$ cat src/rtl/prf_pkg.sv
// Shared widths, types and helpers for the prime factorizer.
`default_nettype none

package prf_pkg;

  // Width of the number being factored; the ports stay at FIELD_W bits
  localparam int unsigned NUM_WIDTH   = 16;
  localparam int unsigned FIELD_W     = 16;
  localparam int unsigned MAX_RESULTS = 16;
  localparam int unsigned CNT_W       = $clog2(MAX_RESULTS);
  localparam int unsigned DIV_CNT_W   = $clog2(NUM_WIDTH);

  typedef logic [NUM_WIDTH-1:0] num_t;

  localparam num_t TRIAL_START = num_t'(2);
  localparam num_t NUM_ONE     = num_t'(1);

  // Controller states, one-hot
  typedef enum logic [2:0] {
    S_IDLE = 3'b001,
    S_DIV  = 3'b010,
    S_EMIT = 3'b100
  } state_e;

  // Divider request and result
  typedef struct packed {
    logic start;
    num_t dividend;
    num_t divisor;
  } div_req_t;

  typedef struct packed {
    logic busy;
    logic done;
    num_t quot;
    num_t rem;
  } div_res_t;

  // Take the low NUM_WIDTH bits of a port word, zero-extend if wider
  function automatic num_t num_fit(input logic [FIELD_W-1:0] v);
    num_t r;
    r = '0;
    for (int i = 0; i < NUM_WIDTH; i++) begin
      if (i < FIELD_W) begin
        r[i] = v[i];
      end
    end
    return r;
  endfunction

  // Mask a factor to the port width, zero-extend if narrower
  function automatic logic [FIELD_W-1:0] factor_fit(input num_t v);
    logic [FIELD_W-1:0] r;
    r = '0;
    for (int i = 0; i < FIELD_W; i++) begin
      if (i < NUM_WIDTH) begin
        r[i] = v[i];
      end
    end
    return r;
  endfunction

endpackage

`default_nettype wire

$ cat src/rtl/prime_factorizer.sv
// Trial-division factorizer: controller, output word register, divider.
// Each trial divisor costs one division in the bit-serial divider; trial divisors run
// from 2 until the divisor squared exceeds the remaining cofactor.
// Inputs 0 and 1 are accepted without emitting any factor word.
// A new number is taken once the previous one has emitted its last factor word.
// Reset (rst_ni low, asynchronous) returns to idle with no pending output word.
`default_nettype none

module prime_factorizer import prf_pkg::*; (
  input  wire logic               clk_i,
  input  wire logic               rst_ni,
  input  wire logic               in_valid_i,
  output logic                    in_ready_o,
  input  wire logic [FIELD_W-1:0] number_i,
  output logic                    out_valid_o,
  input  wire logic               out_ready_i,
  output logic [FIELD_W-1:0]      factor_o,
  output logic                    last_o
);

  state_e             state_q, state_d;
  num_t               quot_q, quot_d;
  num_t               tdiv_q, tdiv_d;
  logic [CNT_W-1:0]   cnt_q, cnt_d;
  num_t               pend_factor_q, pend_factor_d;
  logic               pend_last_q, pend_last_d;
  logic               out_valid_q, out_valid_d;
  logic [FIELD_W-1:0] out_factor_q;
  logic               out_last_q;
  logic               out_load;
  num_t               num_m;
  div_req_t           div_req;
  div_res_t           div_res;

  assign num_m = num_fit(number_i);

  prf_divider u_div (
    .clk_i  (clk_i),
    .rst_ni (rst_ni),
    .req_i  (div_req),
    .res_o  (div_res)
  );

  // Step the trial loop
  always_comb begin
    state_d       = state_q;
    quot_d        = quot_q;
    tdiv_d        = tdiv_q;
    cnt_d         = cnt_q;
    pend_factor_d = pend_factor_q;
    pend_last_d   = pend_last_q;
    out_valid_d   = out_valid_q && !out_ready_i;
    out_load      = 1'b0;
    div_req.start = 1'b0;
    case (state_q)
      S_IDLE: begin
        if (in_valid_i) begin
          quot_d = num_m;
          tdiv_d = TRIAL_START;
          cnt_d  = '0;
          if (num_m > NUM_ONE) begin
            div_req.start = 1'b1;
            state_d       = S_DIV;
          end
        end
      end
      S_DIV: begin
        if (div_res.done) begin
          if (div_res.quot < tdiv_q) begin
            // divisor squared exceeds the quotient: the quotient is prime
            pend_factor_d = quot_q;
            pend_last_d   = 1'b1;
            state_d       = S_EMIT;
          end else if (div_res.rem == '0) begin
            pend_factor_d = tdiv_q;
            pend_last_d   = (div_res.quot == NUM_ONE) ||
                            (cnt_q == CNT_W'(MAX_RESULTS - 1));
            quot_d        = div_res.quot;
            state_d       = S_EMIT;
          end else begin
            tdiv_d        = tdiv_q + NUM_ONE;
            div_req.start = 1'b1;
          end
        end
      end
      S_EMIT: begin
        if (!out_valid_q || out_ready_i) begin
          out_load    = 1'b1;
          out_valid_d = 1'b1;
          cnt_d       = cnt_q + CNT_W'(1);
          if (pend_last_q) begin
            state_d = S_IDLE;
          end else begin
            div_req.start = 1'b1;
            state_d       = S_DIV;
          end
        end
      end
      default: begin
        state_d = S_IDLE;
      end
    endcase
    div_req.dividend = quot_d;
    div_req.divisor  = tdiv_d;
  end

  always_ff @(posedge clk_i or negedge rst_ni) begin
    if (!rst_ni) begin
      state_q     <= S_IDLE;
      cnt_q       <= '0;
      out_valid_q <= 1'b0;
    end else begin
      state_q     <= state_d;
      cnt_q       <= cnt_d;
      out_valid_q <= out_valid_d;
    end
  end

  // Hold the loop words and the output word
  always_ff @(posedge clk_i) begin
    quot_q        <= quot_d;
    tdiv_q        <= tdiv_d;
    pend_factor_q <= pend_factor_d;
    pend_last_q   <= pend_last_d;
    if (out_load) begin
      out_factor_q <= factor_fit(pend_factor_q);
      out_last_q   <= pend_last_q;
    end
  end

  assign in_ready_o  = (state_q == S_IDLE);
  assign out_valid_o = out_valid_q;
  assign factor_o    = out_factor_q;
  assign last_o      = out_last_q;

  // The divider only reports back while the loop waits for it
  a_done_in_div: assert property (@(posedge clk_i) disable iff (!rst_ni)
    div_res.done |-> (state_q == S_DIV))
    else $error("divider result outside the trial state");

  // The trial divisor never drops below two while a number is in work
  a_tdiv_min: assert property (@(posedge clk_i) disable iff (!rst_ni)
    (state_q != S_IDLE) |-> (tdiv_q >= TRIAL_START))
    else $error("trial divisor below two");

  // A quotient still being divided is above one
  a_quot_gt_one: assert property (@(posedge clk_i) disable iff (!rst_ni)
    (state_q == S_DIV) |-> (quot_q > NUM_ONE))
    else $error("dividing a finished quotient");

  // Never overwrite an output word that was not taken
  a_no_overwrite: assert property (@(posedge clk_i) disable iff (!rst_ni)
    out_load |-> (!out_valid_q || out_ready_i))
    else $error("output word overwritten");

endmodule

`default_nettype wire

$ cat src/rtl/prf_divider.sv
// Bit-serial restoring divider: one quotient bit per cycle.
`default_nettype none

module prf_divider import prf_pkg::*; (
  input  wire logic     clk_i,
  input  wire logic     rst_ni,
  input  wire div_req_t req_i,
  output div_res_t      res_o
);

  logic                 busy_q, busy_d;
  logic                 done_q, done_d;
  logic [DIV_CNT_W-1:0] cnt_q, cnt_d;
  num_t                 rem_q, rem_d;
  num_t                 sh_q, sh_d;
  num_t                 dvs_q, dvs_d;

  logic [NUM_WIDTH:0]   trial;
  logic [NUM_WIDTH:0]   diff;
  logic                 ge;
  logic                 load;

  // Shift the next dividend bit into the partial remainder and test it
  assign trial = {rem_q, sh_q[NUM_WIDTH-1]};
  assign diff  = trial - {1'b0, dvs_q};
  assign ge    = trial >= {1'b0, dvs_q};
  assign load  = req_i.start && !busy_q;

  // Sequence the steps
  always_comb begin
    busy_d = busy_q;
    done_d = 1'b0;
    cnt_d  = cnt_q;
    rem_d  = rem_q;
    sh_d   = sh_q;
    dvs_d  = dvs_q;
    if (load) begin
      busy_d = 1'b1;
      cnt_d  = '0;
      rem_d  = '0;
      sh_d   = req_i.dividend;
      dvs_d  = req_i.divisor;
    end else if (busy_q) begin
      rem_d = ge ? diff[NUM_WIDTH-1:0] : trial[NUM_WIDTH-1:0];
      sh_d  = {sh_q[NUM_WIDTH-2:0], ge};
      cnt_d = cnt_q + DIV_CNT_W'(1);
      if (cnt_q == DIV_CNT_W'(NUM_WIDTH - 1)) begin
        busy_d = 1'b0;
        done_d = 1'b1;
      end
    end
  end

  always_ff @(posedge clk_i or negedge rst_ni) begin
    if (!rst_ni) begin
      busy_q <= 1'b0;
      done_q <= 1'b0;
      cnt_q  <= '0;
    end else begin
      busy_q <= busy_d;
      done_q <= done_d;
      cnt_q  <= cnt_d;
    end
  end

  // Hold the datapath words
  always_ff @(posedge clk_i) begin
    rem_q <= rem_d;
    sh_q  <= sh_d;
    dvs_q <= dvs_d;
  end

  assign res_o.busy = busy_q;
  assign res_o.done = done_q;
  assign res_o.quot = sh_q;
  assign res_o.rem  = rem_q;

  // A finished division leaves a remainder below the divisor
  a_rem_below_divisor: assert property (@(posedge clk_i) disable iff (!rst_ni)
    done_q |-> (rem_q < dvs_q))
    else $error("divider remainder not below divisor");

  // Done is raised in the cycle after the last step, once busy has dropped
  a_done_after_busy: assert property (@(posedge clk_i) disable iff (!rst_ni)
    done_q |-> ($past(busy_q) && !busy_q))
    else $error("divider done without a preceding step");

endmodule

`default_nettype wire
$ cat config.mk
export PLATFORM = sky130hd
export DESIGN_NAME = prime_factorizer
export DESIGN_NICKNAME = d
export VERILOG_FILES = /design/src/rtl/prf_pkg.sv /design/src/rtl/prime_factorizer.sv /design/src/rtl/prf_divider.sv
export SDC_FILE = /design/constraint.sdc
export NUM_CORES = 1
export LEC_CHECK = 0
export BUFFER_PORTS_ARGS = -buffer_cell sky130_fd_sc_hd__clkbuf_2
export CAP_MARGIN = 25
export CORE_ASPECT_RATIO = 0.75
export CORE_MARGIN = 5
export CORE_UTILIZATION = 40
export CTS_BUF_LIST = sky130_fd_sc_hd__clkbuf_4 sky130_fd_sc_hd__clkbuf_8 sky130_fd_sc_hd__clkbuf_16
export DETAILED_ROUTE_END_ITERATION = 8
export PLACE_DENSITY = 0.56
export SETUP_SLACK_MARGIN = 0.4
export SLEW_MARGIN = 0
export SYNTH_ARGS = -nofsm -noshare
export SYNTH_HDL_FRONTEND = slang
export SYNTH_HIERARCHICAL = 1
export SYNTH_SLANG_ARGS = --single-unit
export TNS_END_PERCENT = 10
$ cat constraint.sdc
create_clock -name clk_i -period 10.9 [get_ports clk_i]
set_input_delay 1.635 -clock clk_i [delete_from_list [all_inputs] [get_ports clk_i]]
set_output_delay 1.635 -clock clk_i [all_outputs]
set_load 0.05 [all_outputs]
==> results of run 1 <==
-- cell type report --
type	count	share of cell area (%)
Timing Repair Buffer	42	2.855
Clock inverter	14	1.849
Multi-Input combinational cell	425	41.57
Inverter	38	1.914
Tap cell	215	3.487
Sequential cell	128	42.71
Clock buffer	18	5.612
-- per-stage QoR --
stage / std cells / power [mW] / area (µm²) / setup WS (ns) / hold WS, ns
6_report: 880 / 2.214 / 7714 / 7.053 / 0.4193
5_1_grt: 880 / 2.364 / 7714 / 6.852 / 0.4206
4_1_cts: 880 / 2.219 / 7714 / 7.188 / 0.4141
3_5_place_dp: 848 / 1.662 / 7138 / 6.759 / 0.4059
3_3_place_gp: 848 / 1.638 / 7138 / 6.821 / 0.4013
2_1_floorplan: 622 / 1.482 / 6849 / 6.586 / 0.4003
-- flip-flops by register name, indices dropped and copies added, names as in the netlist, 3 cells and up --
| signal | count |
|---|---|
| factor_o | 16 |
| pend_factor_q | 16 |
| quot_q | 16 |
| tdiv_q | 16 |
| u_div/dvs_q | 16 |
| u_div/rem_q | 16 |
| u_div/sh_q | 16 |
| cnt_q | 4 |
| u_div/cnt_q | 4 |
| state_q | 3 |
-- where the power goes --
group,leakage (nW),switching [mW],internal (mW)
Combinational,1.58,0.518,0.381
Sequential,1.20,0.116,0.652
Clock,0.272,0.210,0.337
Total,3.06,0.844,1.37
-- worst min path at each step --
stage / depth (start not counted) / end
detailed placement: 0 / factor_o[11]
finish: 0 / factor_o[1]
global route: 0 / factor_o[6]
floorplan: 0 / factor_o[0]
global placement: 0 / factor_o[14]
CTS: 0 / factor_o[6]
-- critical path: stages --
cell      delay [ns]
clkbuf_2        0.09
nor3_1          0.48
nand4_1         0.38
a21oi_1         0.32
o21ai_1         0.15
nor2_1          0.11
buf_4           0.26
inv_1           0.40
o221ai_1        0.32
-- per-layer routing --
layer / up-vias / track usage, %
li1: 2398 / -
met1: 2443 / 24.97
met2: 146 / 23.81
met3: 20 / 4.399
met4: 0 / 4.848
met5: - / 0
==> qor.csv, run 1 <==
stage,metric,value,unit
run_status,status,completed,
clocking,cts hold-fix bufs,0,
power_and_ir_drop,PwrDens,287.0,nW/µm²
global_routing,Total Routing Usage GR,16.74,%
setup_path,Startpoint Class,input pin,
drt,Post-DRT Antenna Nets,0,
drt,wire per inst,18.42,µm
setup_path,R2R depth,9,
final_layout,flip-flop and latch area,3294,µm²
placed_design,placer congestion estimate,0.8787,
die,row cnt,41,
clocking,worst-skew pair later-pin latency,0.42,ns
setup_path,Worst setup EP type,flip-flop,
die,core area,16830,µm²
die,Chip Width,161.1,µm
setup_path,R2R Path End,u_div/sh_q[7],
clocking,"Setup Fix Bufs, Post-CTS",0,
drt,DR pass1 iterations,5,
final_layout,fillcell total,1538,
min_path,HP Start,pend_factor_q[1],
timing,count of final hold-check violations,0,
timing,ratio of final minimum period to clock period,35.29,%
drt,Met2 Routed Length,6658,µm
global_routing,largest net degree at the start of global routing,41,
placed_design,port bufs,38,
power_and_ir_drop,Leakage,3.058,nW
die,Die ar.,19870,µm²
global_routing,first-pass GRT wire length,25990,µm
clocking,H-tree levels,4,
clocking,clock sinks,128,
final_layout,share of cells above drive strength 1,18.65,%
logic_synthesis,Mean Syn Cell Area,11.01,µm²
timing,Worst-Margin Slew,0.7957,ns
timing,fmax,259.9,MHz
final_layout,antenna diode count,0,
die,Initial Util,40.70,%
clocking,total CTS buffers,17,
drt,via/cell ratio,5.690,
drt,Post-route DRC,0,
final_layout,"commonest cells after routing, fill and taps aside","edfxtp_1 (66), nand2_1 (63), dfxtp_1 (48)",
power_and_ir_drop,VDD IR max,0.1097,mV
logic_synthesis,Ys Warns,6,
setup_path,Worst R2R Setup Slack,7.51,ns
die,die height,123.3,µm
timing,Worst slew margin,46.95,%
timing,Final min period,3.847,ns
drt,met3 WL post-DR,929,µm
final_layout,NumNets Final,707,
logic_synthesis,syn_nets,677,
clocking,CTS tree,done,
setup_path,worst-path maximum fanout,20,
final_layout,"most common cell after layout, fill and taps aside",edfxtp_1,
drt,DR iter-0 viols,396,
setup_path,Setup Crit Path Kind,input pin to flip-flop,
clocking,Worst-path clk slew,0.06,ns
timing,Setup TNS Final,0,ns
placed_design,hpwl dp,11970,µm
logic_synthesis,Gate Count Post-Synth,622,
timing,Setup Skew,0.01009,ns
flow_run,Max Cap Viol,0,
min_path,Min-Delay Path Class,flip-flop to flip-flop,
global_routing,initial antenna violation count,0,
setup_path,Worst Setup SP,number_i[3],
drt,Met1 Wirelength,8419,µm
timing,RSZ-0062 raised after global routing,no,
setup_path,R2R Path Start,u_div/sh_q[15],
drt,DR top layer,met4,
clocking,CTS Root Cell,clkbuf_16,
setup_path,CP arrival,4.17,ns
drt,WL final,16210,µm
logic_synthesis,Post-Syn Area,6849,µm²
setup_path,Critical Path RT,11.22,ns
setup_path,worst setup path end,u_div/rem_q[0],
final_layout,Final Util,45.84,%
final_layout,Area growth syn-to-layout,12.62,%
global_routing,global route total overflow,0,
global_routing,number of global-route vias before repair,4872,
clocking,clk buf depth,2,
drt,vias post-DR,5007,
timing,Max Transition Viols Final,0,
clocking,post_cts resized,0,
die,I/O pin count,39,
timing,Final setup viols,0,
final_layout,footprint of the multi-input gates,3207,µm²
(Power assumes the default switching activity.)
==> inputs of run 2 (changes only) <==
--- a/config.mk
+++ b/config.mk
@@ -12,7 +12,7 @@
 export CORE_UTILIZATION = 40
 export CTS_BUF_LIST = sky130_fd_sc_hd__clkbuf_4 sky130_fd_sc_hd__clkbuf_8 sky130_fd_sc_hd__clkbuf_16
 export DETAILED_ROUTE_END_ITERATION = 8
-export PLACE_DENSITY = 0.56
+export PLACE_DENSITY = 0.58
 export SETUP_SLACK_MARGIN = 0.4
 export SLEW_MARGIN = 0
 export SYNTH_ARGS = -nofsm -noshare
==> constraint.sdc (replaced) <==
create_clock -name clk_i -period 3.4 [get_ports clk_i]
set_input_delay 0.51 -clock clk_i [delete_from_list [all_inputs] [get_ports clk_i]]
set_output_delay 0.51 -clock clk_i [all_outputs]
set_load 0.05 [all_outputs]
==> run 2 against run 1 <==
Compared with the run above: non-clock buffer count increased by 21; register-to-register slack got worse by 7.0 ns; first-iteration DRC count up 33%; global-route usage up 0.55 points; die area unchanged; combinational power rose to 3.4 times the previous value; clock skew increased by 0.0032 ns; largest cell class unchanged.
==> qor.csv, run 2 (synthesized netlist as in run 1, its figures left out) <==
stage,metric,value,unit,change
placed_design,port bufs,38,,unchanged
final_layout,"most common cell after layout, fill and taps aside",edfxtp_1,,
clocking,H-tree levels,4,,unchanged
clocking,clock sinks,128,,unchanged
timing,Worst slew margin,47.14,%,+0.19 points
timing,count of final hold-check violations,0,,unchanged
timing,Max Transition Viols Final,0,,unchanged
die,Die ar.,19870,µm²,unchanged
setup_path,worst path bufs/invs,3,,unchanged
timing,Setup Skew,0.01332,ns,+0.003227 ns
global_routing,initial antenna violation count,0,,unchanged
flow_run,Max Cap Viol,0,,unchanged
timing,RSZ-0062 raised after global routing,yes,,
drt,wire per inst,18.90,µm,+2.6%
global_routing,global route total overflow,0,,unchanged
setup_path,crit-path cells,inv_1 > ha_1 > a2111o_1 > a32o_2 > o21ai_4 > o21ai_1 > buf_4 > nor2_1 > buf_4 > nand2_1 > o31ai_1 > a31o_2,,
die,I/O pin count,39,,unchanged
clocking,worst-skew pair later-pin latency,0.42,ns,about the same
die,Chip Width,161.1,µm,unchanged
global_routing,largest net degree at the start of global routing,40,,-2.4%
setup_path,Worst path slowest cell,a2111o_1,,
setup_path,cell mode on critical path,buf_4,,
clocking,CTS tree,done,,
placed_design,placer congestion estimate,0.8761,,-0.30%
drt,WL final,17030,µm,+5.1%
final_layout,"commonest cells after routing, fill and taps aside","edfxtp_1 (66), nand2_1 (63), dfxtp_1 (48)",,
clocking,CTS Root Cell,clkbuf_16,,
clocking,clk buf depth,2,,unchanged
drt,Post-DRT Antenna Nets,0,,unchanged
run_status,status,completed,,
power_and_ir_drop,Leakage,3.176,nW,+3.8%
drt,Post-route DRC,0,,unchanged
global_routing,Total Routing Usage GR,17.29,%,+0.55 points
drt,via/cell ratio,5.619,,-1.2%
placed_design,placed insts,863,,+1.8%
timing,Final setup viols,0,,unchanged
setup_path,crit-path max cell delay,0.47,ns,about the same
final_layout,NumNets Final,728,,+3.0%
drt,DR iter-0 viols,526,,+33%
power_and_ir_drop,PwrDens,914.3,nW/µm²,+220%
power_and_ir_drop,VDD IR max,0.4065,mV,+270%
global_routing,number of global-route vias before repair,4814,,-1.2%
final_layout,share of cells above drive strength 1,21.72,%,+3.1 points
setup_path,Startpoint Class,flip-flop,,
setup_path,CP top delay family,compound AO/OA/AOI/OAI gates,,
setup_path,Setup Crit Path Kind,flip-flop to flip-flop,,
final_layout,antenna diode count,0,,unchanged
final_layout,Finished Layout Cells,901,,+2.4%
min_path,Min-Delay Path Class,flip-flop to flip-flop,,
placed_design,dpl ws,0.04712,ns,-6.712 ns
die,row cnt,41,,unchanged
drt,DR pass1 iterations,5,,unchanged
final_layout,Area growth syn-to-layout,15.40,%,
setup_path,CP arrival,3.22,ns,-0.95 ns
timing,Final min period,2.864,ns,
timing,min setup slack post-route,0.5359,ns,-6.517 ns
timing,Setup TNS Final,0,ns,unchanged
clocking,total CTS buffers,17,,unchanged
setup_path,Critical Path RT,3.76,ns,-7.46 ns
die,core area,16830,µm²,unchanged
setup_path,Worst setup EP type,flip-flop,,
drt,vias post-DR,5063,,+1.1%
die,die height,123.3,µm,unchanged
setup_path,worst-path maximum fanout,19,,-5.0%
timing,fmax,349.2,MHz,
timing,ratio of final minimum period to clock period,84.24,%,
global_routing,first-pass GRT wire length,26650,µm,+2.5%
placed_design,hpwl dp,12750,µm,+6.5%
timing,Worst-Margin Slew,0.7856,ns,-0.01007 ns
die,Initial Util,40.70,%,unchanged
clocking,Worst-path clk slew,0.06,ns,about the same
[run 2: cell count changes in the layout (fill, tap and decap cells not counted), moves of 2 or more]
cell	change
buf_4	+18
buf_12	+2
clkinv_1	-2
inv_6	+2
[run 2: stage by stage]
| step | cell area, µm² | util (%) | total power [mW] | hold WS [ns] |
|---|---|---|---|---|
| 2_1_floorplan | 6874 | - | 4.760 | 0.2144 |
| 3_3_place_gp | 7256 | 43.12 | 5.361 | 0.4011 |
| 3_5_place_dp | 7256 | 43.12 | 5.448 | 0.4054 |
| 4_1_cts | 7873 | 46.79 | 7.223 | 0.4174 |
| 5_1_grt | 7904 | 46.97 | 7.687 | 0.4279 |
| 6_report | 7904 | 46.97 | 7.227 | 0.4176 |
[run 2: metal layers]
| metal | track usage, % | up-vias | wire (µm) |
|---|---|---|---|
| met5 | 0 | - | 0 |
| met4 | 4.102 | 0 | 163 |
| met3 | 3.466 | 19 | 873 |
| met2 | 24.95 | 139 | 7307 |
| met1 | 26.57 | 2462 | 8686 |
| li1 | - | 2443 | - |
[run 2: what timing repair did]
item / CTS / global route
hold endpoints to repair: 9 / 0
setup buffers: 3 / 2
hold buffers: 1 / 0
endpoints found under the setup margin: 32 / 20
gates resized for setup: 1 / 2
pin swaps: 0 / 0
[run 2: path summary, 6_finish.rpt]
path | end | cells after the start | slack [ns] | startpoint
hold / removal | factor_o[2] | 0 | 0.42 | pend_factor_q[2]
setup / recovery | u_div/rem_q[12] | 12 | 0.54 | tdiv_q[3]
hold reg to reg | factor_o[2] | 0 | 0.42 | pend_factor_q[2]
max in group asynchronous | state_q[0] | 2 | 2.55 | rst_ni
min in group asynchronous | u_div/cnt_q[3] | 2 | 0.53 | rst_ni
setup reg to reg | u_div/rem_q[12] | 12 | 0.54 | tdiv_q[3]
[run 2: where the power goes]
part,switching (mW),internal (mW)
logic,1.75,1.31
clock network,0.714,1.02
registers,0.337,2.09
total,2.80,4.42
[run 2: final cells by class]
cell class / count / area (µm²)
Clock inverter: 14 / 133.9
Timing Repair Buffer: 63 / 405.4
Sequential cell: 128 / 3294
Fill cell: 1579 / 8922
Tap cell: 215 / 269.0
Inverter: 38 / 151.4
Multi-Input combinational cell: 425 / 3217
Clock buffer: 18 / 432.9
==> inputs of run 3 (changes only) <==
--- a/config.mk
+++ b/config.mk
@@ -5,6 +5,7 @@
 export SDC_FILE = /design/constraint.sdc
 export NUM_CORES = 1
 export LEC_CHECK = 0
+export ABC_AREA = 1
 export BUFFER_PORTS_ARGS = -buffer_cell sky130_fd_sc_hd__clkbuf_2
 export CAP_MARGIN = 25
 export CORE_ASPECT_RATIO = 0.75
==> constraint.sdc (replaced) <==
create_clock -name clk_i -period 2.6 [get_ports clk_i]
set_input_delay 0.39 -clock clk_i [delete_from_list [all_inputs] [get_ports clk_i]]
set_output_delay 0.39 -clock clk_i [all_outputs]
set_load 0.05 [all_outputs]
==> run 3 against run 2 <==
Compared with the run above: critical path type unchanged; sequential power rose by 30%; sequential share of layout area fell by 6.2 points; die area rose by 9.2%; highest routed layer unchanged; final cell count rose by 51%; maximum frequency rose by 18%; synthesized cell count rose by 61%; first-iteration DRC count rose by 21%; worst setup slack got worse by 0.36 ns; global-route usage rose by 2.1 points; via count rose by 36%; critical path depth rose by 3.
==> qor.csv, run 3 <==
stage,metric,value,unit,change
run_status,status,completed,,
final_layout,share of cells above drive strength 1,18.69,%,-3.0 points
global_routing,Total Routing Usage GR,19.38,%,+2.1 points
global_routing,number of global-route vias before repair,6385,,+33%
timing,Setup Skew,0.009890,ns,-0.003428 ns
timing,fmax,412.9,MHz,+18%
drt,wire per inst,15.29,µm,-19%
setup_path,Startpoint Class,flip-flop,,
die,Initial Util,40.67,%,about the same
clocking,CTS Root Cell,clkbuf_16,,
final_layout,"commonest cells after routing, fill and taps aside","nand2_1 (322), inv_1 (149), nand3_1 (89)",,
clocking,total CTS buffers,17,,unchanged
clocking,H-tree levels,4,,unchanged
timing,RSZ-0062 raised after global routing,yes,,
power_and_ir_drop,Sw Ratio,42.60,%,+3.8 points
setup_path,Setup Crit Path Kind,flip-flop to flip-flop,,
timing,Worst slew margin,56.22,%,+9.1 points
min_path,HP Start,number_i[11],,
global_routing,largest net degree at the start of global routing,43,,+7.5%
final_layout,antenna diode count,0,,unchanged
clocking,worst-skew pair later-pin latency,0.42,ns,about the same
placed_design,dpl ws,-0.06539,ns,-0.1125 ns
drt,via/cell ratio,5.047,,-10%
final_layout,cell area after layout,9296,µm²,+18%
final_layout,fillcell total,1785,,+13%
clocking,clk buf depth,2,,unchanged
setup_path,Worst R2R Setup Slack,0.18,ns,-0.36 ns
clocking,clock sinks,128,,unchanged
global_routing,global route total overflow,0,,unchanged
power_and_ir_drop,sequential share of power,28.3,%,-5.3 points
drt,vias post-DR,6889,,+36%
min_path,Min-Delay Path Class,input pin to flip-flop,,
timing,Max Transition Viols Final,0,,unchanged
final_layout,NumNets Final,1160,,+59%
logic_synthesis,Post-Syn Area,7527,µm²,+9.9%
clocking,Worst-path clk slew,0.06,ns,about the same
logic_synthesis,syn_nets,1054,,+56%
final_layout,"most common cell after layout, fill and taps aside",nand2_1,,
power_and_ir_drop,VDD IR max,0.6124,mV,+51%
final_layout,flip-flop and latch area,3296,µm²,about the same
final_layout,Area growth syn-to-layout,23.50,%,
setup_path,CP arrival,2.59,ns,-0.63 ns
global_routing,first-pass GRT wire length,33490,µm,+26%
setup_path,R2R Path End,u_div/sh_q[11],,
drt,DR pass1 iterations,5,,unchanged
logic_synthesis,Mean Syn Cell Area,7.535,µm²,-32%
placed_design,placed insts,1323,,+53%
drt,WL final,20870,µm,+23%
drt,Post-DRT Antenna Nets,0,,unchanged
timing,Final min period,2.422,ns,-0.4419 ns
timing,Final setup viols,0,,unchanged
power_and_ir_drop,Leakage,4.524,nW,+42%
power_and_ir_drop,clock share of power,22.0,%,-2.0 points
setup_path,Worst Setup SP,u_div/sh_q[11],,
die,core area,18510,µm²,+10%
placed_design,placer congestion estimate,0.8949,,+2.1%
setup_path,Critical Path RT,2.77,ns,-0.99 ns
power_and_ir_drop,total internal power,6.385,mW,+44%
die,Die ar.,21690,µm²,+9.2%
placed_design,port bufs,38,,unchanged
timing,count of final hold-check violations,0,,unchanged
placed_design,Area after DPL,8454,µm²,+17%
die,Chip Width,168.4,µm,+4.5%
min_path,Hold Path Stages,3,,+3
global_routing,initial antenna violation count,1,,+1
timing,Worst-Margin Slew,0.6506,ns,-0.1350 ns
timing,ratio of final minimum period to clock period,93.16,%,+8.9 points
final_layout,footprint of the multi-input gates,3571,µm²,+11%
clocking,CTS tree,done,,
setup_path,R2R Path Start,u_div/sh_q[11],,
drt,Post-route DRC,0,,unchanged
setup_path,Worst setup EP type,flip-flop,,
timing,min setup slack post-route,0.1779,ns,-0.3581 ns
flow_run,Max Cap Viol,0,,unchanged
die,die height,128.8,µm,+4.4%
power_and_ir_drop,Logic pwr share,49.7,%,+7.3 points
logic_synthesis,Ys Warns,6,,unchanged
final_layout,Finished Layout Cells,1365,,+51%
power_and_ir_drop,Psw,4.739,mW,+69%
placed_design,hpwl dp,15550,µm,+22%
setup_path,worst-path maximum fanout,8,,-11
min_path,Hold Path Sink,quot_q[11],,
setup_path,R2R depth,15,,+3
logic_synthesis,Gate Count Post-Synth,999,,+61%
power_and_ir_drop,"Power, Total",11.12,mW,+54%
die,row cnt,43,,+4.9%
drt,DR iter-0 viols,635,,+21%
power_and_ir_drop,PwrDens,1197,nW/µm²,+31%
die,I/O pin count,39,,unchanged
==> run 3: what timing repair did <==
item	4_1_cts	5_1_grt
gates resized for setup	17	22
setup endpoints to repair	114	146
pin swaps	6	9
endpoints found under the hold margin	13	0
setup buffers	6	3
hold buffers	1	0
==> run 3: stage by stage <==
stage | utilization (%) | hold slack [ns] | setup TNS [ns]
global route | 50.23 | 0.2645 | 0
detailed placement | 45.68 | 0.3254 | -0.5245
floorplan | - | 0.09441 | 0
finish | 50.23 | 0.2632 | 0
CTS | 49.53 | 0.2402 | 0
global placement | 45.68 | 0.3237 | 0
==> run 3: routing by layer <==
layer	track usage, %	part of all wire (%)
met2	28.42	42
met1	30.30	52
met3	2.672	5.3
met5	0	0
met4	4.246	0.62
==> run 3: worst max-delay path by stage <==
| stage | endpoint | slack (ns) | depth (start not counted) |
|---|---|---|---|
| final | u_div/sh_q[11] | 0.18 | 15 |
| after global routing | u_div/sh_q[11] | 0.07 | 17 |
| after CTS | u_div/sh_q[5] | 0.18 | 17 |
| after detailed placement | u_div/sh_q[4] | -0.07 | 12 |
| after global placement | u_div/sh_q[4] | 0.002 | 12 |
| after floorplan | u_div/sh_q[10] | 0.04 | 13 |
==> run 3: worst max-delay path, cell delays in order (launching register included) <==
cell	delay, ns
edfxtp_1	0.40
ha_1	0.32
nand2_1	0.10
o21ai_1	0.23
a21oi_2	0.12
nand2_4	0.11
nand2_4	0.06
inv_2	0.07
nand3_2	0.07
nand2_2	0.08
inv_2	0.04
nor2_4	0.15
clkinv_4	0.13
buf_12	0.17
nand2_1	0.06
nand2_1	0.05
==> run 3: layout make-up <==
type,instances,area share (%)
Clock inverter,14,1.777
Inverter,162,6.595
Timing Repair Buffer,121,9.785
Sequential cell,128,35.45
Multi-Input combinational cell,675,38.41
Tap cell,247,3.324
Clock buffer,18,4.657
==> run 3: power by group through the flow <==
stage	combinational, mW	sequential, mW	clock, mW
floorplan	3.64	3.12	0
global placement	5.03	3.16	0
detailed placement	5.07	3.16	0
CTS	5.31	3.13	2.47
global route	6.20	3.21	2.57
finish	5.53	3.15	2.44
